File: config.mk
export PLATFORM = sky130hd
export DESIGN_NAME = ile_cell
export DESIGN_NICKNAME = d
export VERILOG_FILES = /design/src/rtl/core/ile_pkg.sv /design/src/rtl/core/ile_cell.sv
export SDC_FILE = /design/constraint.sdc
export NUM_CORES = 1
export LEC_CHECK = 0
export BUFFER_PORTS_ARGS = -buffer_cell sky130_fd_sc_hd__buf_2
export CAP_MARGIN = 20
export CORE_AREA = 2 2 89 69
export DETAILED_ROUTE_END_ITERATION = 7
export DIE_AREA = 0 0 91 71
export GPL_ROUTABILITY_DRIVEN = 0
export PLACE_DENSITY_LB_ADDON = 0.2
export REMOVE_ABC_BUFFERS = 1
export SLEW_MARGIN = 10
export SYNTH_ARGS = -nofsm -noshare
export SYNTH_HDL_FRONTEND = slang
export SYNTH_SLANG_ARGS = --single-unit
export TNS_END_PERCENT = 30
File: constraint.sdc
create_clock -name i_clk -period 4.4 [get_ports i_clk]
set_input_delay 0.44 -clock i_clk [delete_from_list [all_inputs] [get_ports i_clk]]
set_output_delay 0.44 -clock i_clk [all_outputs]
set_load 0.005 [all_outputs]
File: src/rtl/core/ile_pkg.sv
// ile_pkg: request and result item types and operation codes for the indexed list engine
// no dependencies
package ile_pkg;

    localparam logic [2:0] OP_GET  = 3'd0;
    localparam logic [2:0] OP_HEAD = 3'd1;
    localparam logic [2:0] OP_TAIL = 3'd2;
    localparam logic [2:0] OP_IDX  = 3'd3;
    localparam logic [2:0] OP_DEL  = 3'd4;

    localparam int DATA_W = 32;
    localparam int LEN_W  = 7;

    typedef struct packed {
        logic [2:0]               op;
        logic signed [7:0]        position;
        logic signed [DATA_W-1:0] value;
    } t_ile_in;

    typedef struct packed {
        logic                     done_res;
        logic signed [DATA_W-1:0] read_value;
        logic [LEN_W-1:0]         length;
    } t_ile_out;

    typedef struct packed {
        logic ins;
        logic del;
        logic rd;
    } t_cell_op;

endpackage

File: src/rtl/core/ile_cell.sv
// ile_cell: one storage cell of the list, shifts with its neighbors on insert and delete
// depends on ile_pkg
module ile_cell import ile_pkg::*; #(
    parameter int IDX  = 0,
    parameter int AT_W = 7
) (
    input  logic              i_clk,
    input  logic              i_rst_n,
    input  t_cell_op          i_op,
    input  logic [AT_W-1:0]   i_at,
    input  logic [DATA_W-1:0] i_value,
    input  logic [DATA_W-1:0] i_left,
    input  logic [DATA_W-1:0] i_right,
    output logic [DATA_W-1:0] o_data,
    output logic [DATA_W-1:0] o_rd_data
);

    localparam logic [AT_W-1:0] MY_IDX = AT_W'(IDX);

    logic [DATA_W-1:0] r_data;
    logic [DATA_W-1:0] n_data;
    logic              hit;
    logic              behind;

    assign hit    = (i_at == MY_IDX);
    assign behind = (MY_IDX > i_at);

    always_comb begin
        n_data = r_data;
        if (i_op.ins) begin
            if (hit) begin
                n_data = i_value;
            end else if (behind) begin
                n_data = i_left;
            end
        end else if (i_op.del) begin
            if (hit || behind) begin
                n_data = i_right;
            end
        end
    end

    // payload only, reset kept for the control side of the chain
    always_ff @(posedge i_clk) begin
        if (i_rst_n) begin
            r_data <= n_data;
        end
    end

    assign o_data    = r_data;
    assign o_rd_data = (i_op.rd && hit) ? r_data : '0;

endmodule

; After elaboration in Yosys (flattened, before gate mapping)
; Cells that the tools add are included.
[word_totals]
word_cells = 15
inputBits = 108
output_inout_bits = 64
regBits = 32
[classes]
order_cmp = 1
n_mux = 6
reduce_logical = 6
eq_ne = 1
[ops]
columns = op, n
row1 = 32-bit 2-to-1 mux, 6
row2 = 1-bit by 7-bit > comparator with 1-bit output (first input constant), 1
row3 = 7-bit zero test, 1
row4 = 4-bit AND reduction, 1
row5 = 2-bit nonzero test, 2
row6 = 3-bit by 1-bit inequality test with 1-bit output (second input constant), 1
row7 = 1-bit logical AND, 1
row8 = 1-bit logical OR, 1

; Longest topological paths before layout
[depth]
ltp_word = 5
ltp_mapped = 6
mapped_depth_nobuf = 3

; Worst setup path after synthesis
; No wires, ideal clock.
[synth_path]
kind = input to register
start = input port i_at[4]
end = register r_data[0] (netlist: o_data[0]) (enable)
required_ns = 3.939
setup_ns = 0.461
stages = 3
slack_ns = 0.562
n_path_buf = 1
arrival_time_ns = 3.377
cell_sequence = or4_1 buf_2 nor3_1
[synth_between]
elab_chain_len = 4
word_cells_on_any_way = 6
cone_classes = order compare (1) / eq/ne (1) / reduce/logical (4)
[synth_lines]
columns = item, line
row1 = "start, declared", ile_cell.sv:10  ; input logic [AT_W-1:0] i_at,
row2 = 1-bit by 7-bit > comparator with 1-bit output or 7-bit zero test (tied branches), "ile_cell.sv:26, ile_cell.sv:25"
row3 = 1-bit logical OR, ile_cell.sv:37  ; if (hit || behind) begin
row4 = 2-bit nonzero test (no line), --
row5 = 4-bit AND reduction (no line) (*), --
row6 = "end signal, assigned", ile_cell.sv:46  ; r_data <= n_data;
row7 = "end, declared", ile_cell.sv:20  ; logic [DATA_W-1:0] r_data;
; Mark *: on every way between the ends. The rest lies on a longest branch, timed or not.
; A chain may end at the register's enable or synchronous reset.

; Final worst setup path
[layout_path]
start = input port i_at[4]
end = output port o_rd_data[8]
[layout_between]
elab_chain_len = 3
[layout_lines]
columns = item, line
row1 = 7-bit zero test, ile_cell.sv:25  ; assign hit = (i_at == MY_IDX);
row2 = 1-bit logical AND, ile_cell.sv:51  ; assign o_rd_data = (i_op.rd && hit) ? r_data : '0;
row3 = 32-bit 2-to-1 mux, ile_cell.sv:51
row4 = "end, declared", ile_cell.sv:15  ; output logic [DATA_W-1:0] o_rd_data
; Every way passes these cells.

==> results.cfg <==
[finish]
register_area_sq_um = 960.9
drive_gt1_share_pct = 48.18
fill_cells = 554
largest_reg_flops = 32
n_antenna_cell = 0
final_util_pct = 54.34
final_net_count = 491
syn2layout_area_growth_pct = 45.00
multi_input_comb_area_sq_um = 1032

[cts]
numCtsBuffers = 5
clk_path_buf_depth = 2
htree_levels = 2
clock-sinks = 32
postCtsSetupBuffers = 0
clockRootBuffer = clkbuf_8
ctsHoldBuffers = 0
clk_pin_slew_worst_paths_ps = 60
cts_tree = built
cts_resized = 0

[synthesis]
synth.largest_area_cell = edfxtp_1
ys_seq_area_share_pct = 45.42
synth_area_leaders = edfxtp_1 (45%), a221o_1 (11%), and3_1 (9.5%)
synth-main-ff-cell = edfxtp_1
netlist_area_sq_um = 2116
synthesis.instances = 226
netlist_top_cells_count = and3_1 (32), edfxtp_1 (32), a21oi_1 (26)
avgSynthCellArea_sq_um = 9.362
synth-async-reset-ratio_pct = 0
synth_edf_count = 32
ys_seq_elements = 32
yosys_warnings = 0
yosysTopAreaCellShare_pct = 45.42
synth.distinct_cells = 19

[die]
initial_core_util_pct = 37.48
coreArea_sq_um = 5645
design.die.area_sq_um = 6461
rows = 24
fp.dieH_um = 71
die_w_um = 91
ioPinCount = 172

[route]
wire_per_inst_um = 14.58
drc_errors = 0
vias = 2394
first_pass_iters = 4
first_iter_violations = 125
antenna_left = 0
viasPerCell = 5.182
drt_wl_total_mm = 6.735

[sta]
slew_violations = 0
max_freq_ghz = 0.3369
slew_headroom_pct = 30.29
rsz0062_at_grt = no
worstMarginPinSlew_ps = 1043
fin_crit_sh_pct = 67.46
hold_viol = 0
setup_viol = 0
layout_min_cycle_time_ps = 2968
fin_setup_tns_ps = 0

[power]
p_leak_nw = 1.559
p_per_area_nw_per_um2 = 218.8
vdd_ir_drop_max_uv = 89.45

[worst_setup_path]
start_kind = input port
cp-endpoint = o_rd_data[8]
crit_arrival_ps = 2530
end_kind = primary output
crit_type = input port to primary output
critPathMaxFanout = 52
startpoint = i_at[4]
worstPathRequired_ps = 3960

[place]
portBuffers = 171
hpwl_mm = 4.596

[grt]
grt_pass1_vias = 2190
grt_start_max_net_pins = 53
grtUsageTotal_pct = 20.11
grt.overflow.total = 0
antenna_found_initial = 0
grt_pass1_wl_mm = 10.31

[worst_hold_path]
hold_path.class = input port to flop
worstHoldStart = i_right[30]

[status]
status = finished clean

[run]
max_cap_viol_count = 0
-- layout by cell type, fill, tap and decap left out --
| master | instances |
|---|---|
| clkbuf_8 | 5 |
| o21ai_0 | 9 |
| nand3_1 | 6 |
| buf_2 | 171 |
| or4_1 | 1 |
| a221o_1 | 24 |
| nor3_2 | 2 |
| and2_1 | 24 |
| a21oi_1 | 26 |
| a31oi_1 | 8 |
| buf_4 | 5 |
| nor2_4 | 1 |
| clkinv_1 | 2 |
| nor4_4 | 1 |
| edfxtp_1 | 32 |
| and3_1 | 32 |
| or3_1 | 1 |
| nor2_1 | 8 |
| clkbuf_1 | 2 |
| nand2_1 | 24 |
-- per-stage QoR --
| step | cell area, sq um | power [mW] | hold WS [ps] | worst slack, ps | cells |
|---|---|---|---|---|---|
| global placement | 2988 | 0.4633 | 744.2 | 1487 | 454 |
| finish | 3068 | 0.6713 | 462.0 | 1432 | 462 |
| floorplan | 1978 | 0.3951 | 653.5 | 517.7 | 200 |
| detailed placement | 2988 | 0.4666 | 749.7 | 1435 | 454 |
| CTS | 3068 | 0.6798 | 452.0 | 1435 | 462 |
| global route | 3068 | 0.7078 | 457.7 | 1266 | 462 |
-- worst max-delay path, stage by stage --
cell and delay (ps):
buf_2 120, or4_1 700, nor2_4 870, and3_1 260, buf_2 110
-- per-layer routing --
layer	routed length [um]	share of wire [%]	GRT usage (%)	up-vias
li1	-	-	-	1171
met1	2757	41	24.61	1081
met2	3162	47	34.49	131
met3	715	11	5.964	11
met4	99	1.5	6.397	0
met5	0	0	0	-
-- power by group --
part,leakage (nW),switching [mW],internal [mW]
clock,0.0399,0.102,0.110
sequential,0.283,0.000419,0.339
combinational,1.24,0.0562,0.0642
total,1.56,0.158,0.513
-- cell type report --
class | instances | area share, %
flip-flops and latches | 32 | 31.32
inverters | 1 | 0.1223
clock buffers | 7 | 2.488
multi-input cells | 167 | 33.65
clock inverters | 1 | 0.1223
well taps | 78 | 3.181
repair buffers | 176 | 29.12
-- how the worst min path moves through the flow --
stage | to | cells past startpoint
6_report | o_data[30] | 2
3_5_place_dp | o_data[20] | 2
2_1_floorplan | o_data[0] | 1
3_3_place_gp | o_data[30] | 2
5_1_grt | o_data[20] | 2
4_1_cts | o_data[30] | 2
-- cell families (layout without fill, tap and decap cells) --
| logic type | Yosys count | in the layout | share of synthesized area (%) |
|---|---|---|---|
| flops | 32 | 32 | 45.42 |
| compound gates | 67 | 67 | 22.00 |
| buf+inv | 27 | 185 | 6.682 |
| simple gates | 100 | 100 | 25.90 |
Power figures use the tool's default switching activity.
